[config.mk]
export PLATFORM = sky130hd
export DESIGN_NAME = signed_int64_to_decimal_ascii_unit
export DESIGN_NICKNAME = d
export VERILOG_FILES = /design/src/rtl/s64dec_pkg.sv /design/src/rtl/signed_int64_to_decimal_ascii_unit.sv
export SDC_FILE = /design/constraint.sdc
export NUM_CORES = 1
export LEC_CHECK = 0
export ABC_AREA = 1
export BUFFER_PORTS_ARGS = -buffer_cell sky130_fd_sc_hd__buf_2
export CAP_MARGIN = 20
export CORE_ASPECT_RATIO = 1.25
export CORE_UTILIZATION = 55
export CTS_CLUSTER_DIAMETER = 30
export DETAILED_ROUTE_END_ITERATION = 12
export PLACE_DENSITY = 0.76
export REMOVE_ABC_BUFFERS = 1
export SYNTH_ARGS = -nofsm -noshare
export SYNTH_HDL_FRONTEND = slang
export SYNTH_SLANG_ARGS = --single-unit
[constraint.sdc]
create_clock -name clk -period 2.31 [get_ports clk]
set_input_delay 0.231 -clock clk [delete_from_list [all_inputs] [get_ports clk]]
set_output_delay 0.231 -clock clk [all_outputs]
set_load 0.02 [all_outputs]
[src/rtl/s64dec_pkg.sv]
// Shared types, constants and helper functions for the signed 64-bit to decimal ASCII unit.
// Used by the top level, its port checker and the testbench checker. Has no dependencies.

package s64dec_pkg;

	// Width of the input value and number of BCD digits kept for its magnitude.
	localparam int unsigned MAG_W          = 64;
	localparam int unsigned NUM_DIGITS     = 20;
	localparam int unsigned BCD_W          = 4 * NUM_DIGITS;
	localparam int unsigned BITS_PER_CYCLE = 2;
	localparam int unsigned CONV_STEPS     = MAG_W / BITS_PER_CYCLE;

	// Character codes and register reset value.
	localparam logic [7:0] ASCII_ZERO      = 8'h30;
	localparam logic [7:0] ASCII_NINE      = 8'h39;
	localparam logic [7:0] ASCII_MINUS     = 8'h2D;
	localparam logic [7:0] ASCII_NUL       = 8'h00;
	localparam logic [7:0] BUF_SIZE_RESET  = 8'd255;

	// Result status codes.
	localparam logic STATUS_OK        = 1'b0;
	localparam logic STATUS_TOO_SMALL = 1'b1;

	// Sequencer states.
	typedef enum logic [2:0] {
		ST_IDLE,
		ST_CONV,
		ST_SKIP,
		ST_CHECK,
		ST_ERR,
		ST_SIGN,
		ST_DIGIT,
		ST_TERM
	} s64dec_state_t;

	// One shift-add-3 step: correct every BCD digit of five or more, then shift in one bit.
	function automatic logic [BCD_W-1:0] dabble_step(input logic [BCD_W-1:0] bcd,
	                                                 input logic in_bit);
		logic [BCD_W-1:0] adj;
		adj = bcd;
		for (int i = 0; i < NUM_DIGITS; i++) begin
			if (adj[4*i +: 4] >= 4'd5) begin
				adj[4*i +: 4] = adj[4*i +: 4] + 4'd3;
			end
		end
		return {adj[BCD_W-2:0], in_bit};
	endfunction

endpackage

[src/rtl/signed_int64_to_decimal_ascii_unit.sv]
// Signed 64-bit integer to decimal ASCII converter, one character per output transfer.
// Depends on s64dec_pkg for constants, the state type and the shift-add-3 step.
//
//  Channel   Signals                         Contents
//  input     s_tvalid s_tready s_tdata[63:0] value (signed, two's complement)
//  output    m_tvalid m_tready m_tdata[7:0]  character; m_tlast = last; m_tuser = status
//  config    cfg_we cfg_wdata[7:0]           buffer_size, written while cfg_we is high
//
// A value is accepted, converted in the shift-add-3 unit (two bits per cycle), then the
// leading zero digits are skipped (one per cycle), the length is checked, and one output
// character (1 to 21 per value) is sent per cycle while the output register is free; the
// next value is accepted only after the last character of the previous one is loaded.
// s_tready is high only while the sequencer is idle; output stalls hold the sequencer.
// Reset clears the sequencer, the output valid and sets buffer_size to 255.

module signed_int64_to_decimal_ascii_unit
	import s64dec_pkg::*;
(
	input  logic        clk,
	input  logic        arst_n,
	// Input stream, s_tdata: [63:0] value.
	input  logic        s_tvalid,
	output logic        s_tready,
	input  logic [63:0] s_tdata,
	// Output stream, m_tdata: [7:0] character; m_tuser: [0] status.
	output logic        m_tvalid,
	input  logic        m_tready,
	output logic [7:0]  m_tdata,
	output logic        m_tlast,
	output logic        m_tuser,
	// Configuration write port for buffer_size.
	input  logic        cfg_we,
	input  logic [7:0]  cfg_wdata
);

	s64dec_state_t    state_q, state_d;
	logic [MAG_W-1:0] mag_q;
	logic [BCD_W-1:0] bcd_q;
	logic             neg_q;
	logic [4:0]       cnt_q;
	logic [4:0]       idx_q;
	logic [7:0]       buf_size_q;
	logic             m_tvalid_q;
	logic [7:0]       m_char_q;
	logic             m_last_q;
	logic             m_status_q;

	logic             accept;
	logic             out_free;
	logic             load_out;
	logic [7:0]       out_char;
	logic             out_last;
	logic             out_status;
	logic             idx_dec;
	logic [3:0]       cur_digit;
	logic [7:0]       needed;
	logic [BCD_W-1:0] bcd_next;

	assign s_tready = (state_q == ST_IDLE);
	assign accept   = s_tvalid && s_tready;
	assign out_free = !m_tvalid_q || m_tready;

	// Digit under the pointer and the text length including sign and terminator.
	assign cur_digit = bcd_q[{idx_q, 2'b00} +: 4];
	assign needed    = {7'd0, neg_q} + {3'd0, idx_q} + 8'd2;

	// Two shift-add-3 steps per cycle, most significant magnitude bits first.
	assign bcd_next = dabble_step(dabble_step(bcd_q, mag_q[MAG_W-1]), mag_q[MAG_W-2]);

	// Sequencer state register.
	always_ff @(posedge clk or negedge arst_n) begin
		if (!arst_n) begin
			state_q <= ST_IDLE;
		end else begin
			state_q <= state_d;
		end
	end

	// Next state and output register load.
	always_comb begin
		state_d    = state_q;
		load_out   = 1'b0;
		out_char   = ASCII_NUL;
		out_last   = 1'b0;
		out_status = STATUS_OK;
		idx_dec    = 1'b0;
		case (state_q)
			ST_IDLE: begin
				if (s_tvalid) begin
					state_d = ST_CONV;
				end
			end
			ST_CONV: begin
				if (cnt_q == 5'(CONV_STEPS - 1)) begin
					state_d = ST_SKIP;
				end
			end
			ST_SKIP: begin
				if (idx_q != 5'd0 && cur_digit == 4'd0) begin
					idx_dec = 1'b1;
				end else begin
					state_d = ST_CHECK;
				end
			end
			ST_CHECK: begin
				if (needed > buf_size_q) begin
					state_d = ST_ERR;
				end else if (neg_q) begin
					state_d = ST_SIGN;
				end else begin
					state_d = ST_DIGIT;
				end
			end
			ST_ERR: begin
				if (out_free) begin
					load_out   = 1'b1;
					out_last   = 1'b1;
					out_status = STATUS_TOO_SMALL;
					state_d    = ST_IDLE;
				end
			end
			ST_SIGN: begin
				if (out_free) begin
					load_out = 1'b1;
					out_char = ASCII_MINUS;
					state_d  = ST_DIGIT;
				end
			end
			ST_DIGIT: begin
				if (out_free) begin
					load_out = 1'b1;
					out_char = ASCII_ZERO + {4'd0, cur_digit};
					if (idx_q == 5'd0) begin
						state_d = ST_TERM;
					end else begin
						idx_dec = 1'b1;
					end
				end
			end
			ST_TERM: begin
				if (out_free) begin
					load_out = 1'b1;
					out_last = 1'b1;
					state_d  = ST_IDLE;
				end
			end
			default: begin
				state_d = ST_IDLE;
			end
		endcase
	end

	// Magnitude, BCD accumulator, step counter and digit pointer.
	always_ff @(posedge clk) begin
		if (accept) begin
			neg_q <= s_tdata[MAG_W-1];
			mag_q <= s_tdata[MAG_W-1] ? (~s_tdata + 64'd1) : s_tdata;
			bcd_q <= '0;
			cnt_q <= '0;
			idx_q <= 5'(NUM_DIGITS - 1);
		end else if (state_q == ST_CONV) begin
			bcd_q <= bcd_next;
			mag_q <= {mag_q[MAG_W-3:0], 2'b00};
			cnt_q <= cnt_q + 5'd1;
		end else if (idx_dec) begin
			idx_q <= idx_q - 5'd1;
		end
	end

	// Buffer size register; the host must write it only while no value is in flight (not enforced).
	always_ff @(posedge clk or negedge arst_n) begin
		if (!arst_n) begin
			buf_size_q <= BUF_SIZE_RESET;
		end else if (cfg_we) begin
			buf_size_q <= cfg_wdata;
		end
	end

	// Output register: holds a result until the downstream transfer completes.
	always_ff @(posedge clk or negedge arst_n) begin
		if (!arst_n) begin
			m_tvalid_q <= 1'b0;
		end else if (load_out) begin
			m_tvalid_q <= 1'b1;
		end else if (m_tready) begin
			m_tvalid_q <= 1'b0;
		end
	end

	always_ff @(posedge clk) begin
		if (load_out) begin
			m_char_q   <= out_char;
			m_last_q   <= out_last;
			m_status_q <= out_status;
		end
	end

	assign m_tvalid = m_tvalid_q;
	assign m_tdata  = m_char_q;
	assign m_tlast  = m_last_q;
	assign m_tuser  = m_status_q;

endmodule

==> flow_summary.json, run 1 <==
{
  "rr_worst_depth": 13,
  "rsz0062_at_grt": "true",
  "cts_tree": "built",
  "max_cap_violations": 0,
  "fin_skew_ps": 12.2,
  "grt_pass1_vias": 13082,
  "clockBufferDepth": 2,
  "critical_path_arrival_ps": 2610,
  "worst_pin_slew_ps": 763,
  "io_buffer_count": 86,
  "wl_per_cell_um": 14.8,
  "final_cell_mix": "nand2_1 (499), inv_1 (250), o21ai_0 (165)",
  "gr-total-overflow": 0,
  "synth_cell_type_count": 48,
  "synthTopCellsByArea": "edfxtp_1 (16%), nand2_1 (14%), dfxtp_1 (13%)",
  "layout_commonest_cell": "nand2_1",
  "core_mm2": 0.0244,
  "critical_path_required_ps": 2670,
  "fillCellCount": 2080,
  "yosys_warnings": 0,
  "setup_violations": 0,
  "ys_seq_area_frac": 0.315,
  "grt_max_degree": 95,
  "viasPerCell": 5.45,
  "num_io_pins": 89,
  "std_cell_rows": 64,
  "syn_to_final_growth_pct": 17.9,
  "initial_core_util": 0.559,
  "async_reset_ff_frac": 0.0686,
  "ir_worst_vdd_v": 0.000721,
  "synth_ff_type": "dfxtp_1",
  "grt_pass1_wl_um": 59600,
  "critPathLaunchType": "flip-flop",
  "status": "finished, final reports clean",
  "hold_ws_ps": 14.4,
  "crit_fanout": 4,
  "power.leakage_nw": 7.69,
  "dr.pass1.iters": 6,
  "h-tree-depth": 4,
  "period_minus_slack_ps": 2240,
  "total_power_mw": 23.2,
  "yosysTopAreaCellShare": 0.160,
  "drc": 0,
  "cp-end-kind": "flip-flop",
  "synth-edff-count": 73,
  "ant_nets": 0,
  "ys_seq_elements": 175,
  "place_ws_ps": -155,
  "finalCritPeriodShare": 0.971,
  "setup_tns_ps": 0,
  "clk_latency_ps": 440,
  "die_y_um": 178,
  "path_class": "reg -> reg",
  "drt_iter0_markers": 706,
  "totalWireLength_um": 36600,
  "die_area_mm2": 0.0255,
  "hp-class": "in -> reg",
  "final_max_slew_viol_count": 0,
  "drive_gt1_frac": 0.191,
  "avgSynthCellArea_um2": 6.86,
  "antenna_found_initial": 0,
  "path_clk_slew_ps": 70,
  "cts_buffers": 17,
  "num_vias": 13494,
  "fin_nets": 2303,
  "slew_headroom": 0.492,
  "gp_congestion": 0.979,
  "finalHoldViolCount": 0,
  "track_usage": 0.292,
  "num_antenna_cells": 0,
  "synth.cell_area_mm2": 0.0137,
  "die_width_um": 143,
  "synth_top_cell_by_area": "edfxtp_1",
  "synth_cells": 1993,
  "fin_util": 0.660,
  "power_density_mw_per_mm2": 1440,
  "holdPathStages": 3,
  "max_freq_ghz": 0.446,
  "setup_ws_ps": 65.9,
  "cts-root-buf": "clkbuf_16",
  "hpwl_um": 26500,
  "cts.sinks": 175
}
## sequential cells by signal (all words and copies together), names as in the netlist
signal	flops
bcd_q	80
m_tlast	1
m_tvalid	1
buf_size_q	8
cnt_q	5
m_tdata	6
neg_q	1
state_q	3
idx_q	5
m_tuser	1
mag_q	64
## synth_stat cells (21+ instances only)
cell      count
buf_2        23
a21oi_1      79
o211ai_1     43
xor2_1       89
inv_1       277
clkbuf_1     22
o22ai_1      23
nor2_1      164
edfxtp_1     73
nand2_1     515
o21ai_0     188
dfxtp_1      90
nor3_1       21
nand3_1     122
nand4_1      24
ha_1         93
## layout make-up
cell class              instances  area, um^2  share of cell area
multi-input cells            1468        8480               0.526
flip-flops and latches        175        4320               0.268
repair buffers                179        1200              0.0742
inverters                     292        1100              0.0683
clock buffers                  20         458              0.0284
well taps                     330         413              0.0256
clock inverters                12         148             0.00916
## worst paths after layout
check,startpoint,to,slack [ps]
hold / removal,cfg_wdata[5],buf_size_q[5],10
setup / recovery,bcd_q[64],bcd_q[66],70
max in group asynchronous,arst_n,buf_size_q[3],1830
min in group asynchronous,arst_n,state_q[0],210
hold reg to reg,cnt_q[3],cnt_q[3],460
setup reg to reg,bcd_q[64],bcd_q[66],70
## where the power goes
| group | switching [mW] | internal [mW] |
|---|---|---|
| combinational | 9.12 | 5.30 |
| sequential | 0.766 | 4.94 |
| clock | 1.36 | 1.69 |
## through the flow
stage	instance area, um^2	instances
after floorplan	13400	1935
after global placement	14800	2414
after detailed placement	14800	2414
after CTS	15500	2450
after global routing	16100	2476
final	16100	2476
## critical path: stages, from the launching register on
cell	delay, ps
dfxtp_1	350
inv_2	100
ha_2	200
inv_1	50
o21ai_2	150
nand2_2	100
xor2_2	200
ha_2	220
inv_1	60
o21ai_1	120
nand2_1	130
o21ai_0	300
nand2_1	100
o21ai_0	90
## cell families after synthesis
kind of cell	Yosys count	synth area share
xor+xnor	93	0.0596
flops	175	0.315
compound gates	380	0.156
buf+inv	351	0.103
other cells	1	0.000274
mux	1	0.000824
fa+ha+maj	93	0.0852
simple gates	899	0.280
## routing by layer
layer | global-route usage | share of wire | vias up
met1 | 0.328 | 0.40 | 6223
met5 | 0 | 0 | -
li1 | - | - | 6751
met2 | 0.530 | 0.50 | 401
met3 | 0.0470 | 0.046 | 119
met4 | 0.145 | 0.045 | 0
## what timing repair did
item                                    in CTS  in global routing
setup buffers                                2                 26
endpoints found under the setup margin      15                 57
pin swaps                                    6                 55
hold buffers                                 2                  0
resized for setup                           17                146
endpoints found under the hold margin       13                  0
(Power assumes the default switching activity.)
==> inputs of run 2 (changes only) <==
SETUP_SLACK_MARGIN = 0.15   (was not set)
==> flow_summary.json, run 2 (synthesis results as in run 1) <==
{
  "status": "finished, final reports clean",
  "num_io_pins": 89,
  "num_vias": 14020,
  "drive_gt1_frac": 0.258,
  "h-tree-depth": 4,
  "die_area_mm2": 0.0255,
  "regArea_mm2": 0.00436,
  "std_cell_rows": 64,
  "crit_path_cell_trace": "buf_4 > ha_1 > nand2_1 > nand3_4 > xor2_2 > inv_1 > ha_1 > inv_1 > o21ai_1 > nand2_2 > xor2_1 > a21oi_1",
  "ir_worst_vdd_v": 0.000822,
  "antenna_found_initial": 0,
  "cp-end-kind": "flip-flop",
  "die_y_um": 178,
  "timing.rr.end": "bcd_q[1]",
  "crit_fanout": 4,
  "critPathLaunchType": "flip-flop",
  "holdPathStages": 3,
  "rsz0062_at_grt": "true",
  "wl_per_cell_um": 15.8,
  "fin_nets": 2347,
  "grt_pass1_vias": 13398,
  "layout_commonest_cell": "nand2_1",
  "critPathMaxStageDelay_ps": 320,
  "cts-root-buf": "clkbuf_16",
  "critical_path_required_ps": 2610,
  "totalWireLength_um": 39800,
  "final_cell_mix": "nand2_1 (483), inv_1 (224), nor2_1 (160)",
  "max_freq_ghz": 0.459,
  "gp_congestion": 0.979,
  "finalHoldViolCount": 0,
  "syn_to_final_growth_pct": 24.9,
  "die_width_um": 143,
  "track_usage": 0.299,
  "gr-total-overflow": 0,
  "clk_latency_ps": 440,
  "ant_nets": 0,
  "period_minus_slack_ps": 2180,
  "multi_input_area_mm2": 0.00896,
  "hpwl_um": 26500,
  "cts_buffers": 17,
  "cp_slowest_cell": "dfxtp_2",
  "viasPerCell": 5.56,
  "grt_pass1_wl_um": 61100,
  "rr_worst_depth": 12,
  "dpl_cell_area_mm2": 0.0148,
  "grt_max_degree": 95,
  "rr_startpoint": "bcd_q[0]",
  "num_antenna_cells": 0,
  "slew_headroom": 0.596,
  "worst_pin_slew_ps": 606,
  "power.leakage_nw": 7.95,
  "cts.sinks": 175,
  "io_buffer_count": 86,
  "setup_violations": 0,
  "setup_tns_ps": 0,
  "fin_skew_ps": 9.72,
  "largest_reg_flops": 80,
  "hp-class": "in -> reg",
  "top_register": "bcd_q",
  "hold_start": "cfg_wdata[5]",
  "fillCellCount": 1902,
  "initial_core_util": 0.559,
  "drt_iter0_markers": 827,
  "r2r_slack_ps": 130,
  "power_density_mw_per_mm2": 1490,
  "clockBufferDepth": 2,
  "dr.pass1.iters": 6,
  "top_regs": "bcd_q (80), mag_q (64), buf_size_q (8)",
  "finalCritPeriodShare": 0.943,
  "max_cap_violations": 0,
  "critical_path_arrival_ps": 2470,
  "worstHoldEndpoint": "buf_size_q[5]",
  "final_max_slew_viol_count": 0,
  "fin_area_mm2": 0.0171,
  "path_class": "reg -> reg",
  "path_clk_slew_ps": 70,
  "cts_tree": "built",
  "drc": 0,
  "core_mm2": 0.0244
}
run 2: changes by cell type in the layout (fill, tap and decap cells not counted), moves of 10 or more:
cell / before / now
buf_4: 86 / 124
ha_4: 3 / 17
dfxtp_2: 8 / 24
ha_1: 71 / 47
inv_1: 250 / 224
inv_4: 1 / 20
ha_2: 19 / 29
dfxtp_1: 81 / 59
nand2_2: 21 / 37
nand2_1: 499 / 483
run 2: how the worst max path moves through the flow:
stage / startpoint / slack [ps] / end / depth (start not counted)
final: bcd_q[0] / 130 / bcd_q[1] / 12
after global routing: bcd_q[0] / -8 / bcd_q[1] / 13
after CTS: bcd_q[37] / 110 / bcd_q[37] / 13
after detailed placement: bcd_q[37] / -160 / bcd_q[37] / 13
after global placement: bcd_q[37] / 50 / bcd_q[37] / 13
after floorplan: state_q[0] / -3530 / mag_q[0] / 6
run 2: timing repair:
action                                 4_1_cts  5_1_grt
hold buffers                                 2        0
setup endpoints to repair                   48      110
gates resized for setup                     96      246
buffers inserted                            22       49
pin swaps                                   45      100
endpoints found under the hold margin       13        0
gates cloned                                 0        1
run 2: layout make-up:
| type | instances | area share |
|---|---|---|
| Inverter | 292 | 0.0672 |
| Clock buffer | 20 | 0.0268 |
| Sequential cell | 175 | 0.256 |
| Clock inverter | 12 | 0.00865 |
| Timing Repair Buffer | 223 | 0.0920 |
| Tap cell | 330 | 0.0242 |
| Multi-Input combinational cell | 1468 | 0.525 |
run 2: metal layers:
metal,GRT usage,vias to the layer above,routed length (um)
met2,0.546,479,20500
li1,-,6862,-
met4,0.151,0,1910
met5,0,-,0
met1,0.334,6527,15400
met3,0.0483,152,2010
run 2: stage by stage:
step / utilization / std cells / hold slack, ps / setup WS [ps] / power (mW)
after global placement: 0.604 / 2414 / 115 / 52.0 / 17.7
after detailed placement: 0.604 / 2414 / 117 / -155 / 18.3
after floorplan: - / 1935 / -64.6 / -3530 / 14.7
after CTS: 0.648 / 2470 / 3.69 / 108 / 22.3
final: 0.699 / 2520 / 11.0 / 131 / 25.4
after global routing: 0.699 / 2520 / 6.63 / -8.42 / 27.5
run 2: where the power goes:
part           internal, mW  switching (mW)
Sequential             4.98           0.842
Clock                  1.69            1.38
Combinational          6.38            10.1
run 2: critical path: cells and delay by family, from the launching register on:
| kind | cells | cell delay [ps] |
|---|---|---|
| adders and majority gates | 2 | 390 |
| AOI/OAI and AO/OA | 2 | 290 |
| and+or+nand+nor | 3 | 350 |
| buffers and inverters | 3 | 300 |
| xor gates and xnor gates | 2 | 370 |
| DFF | 1 | 320 |
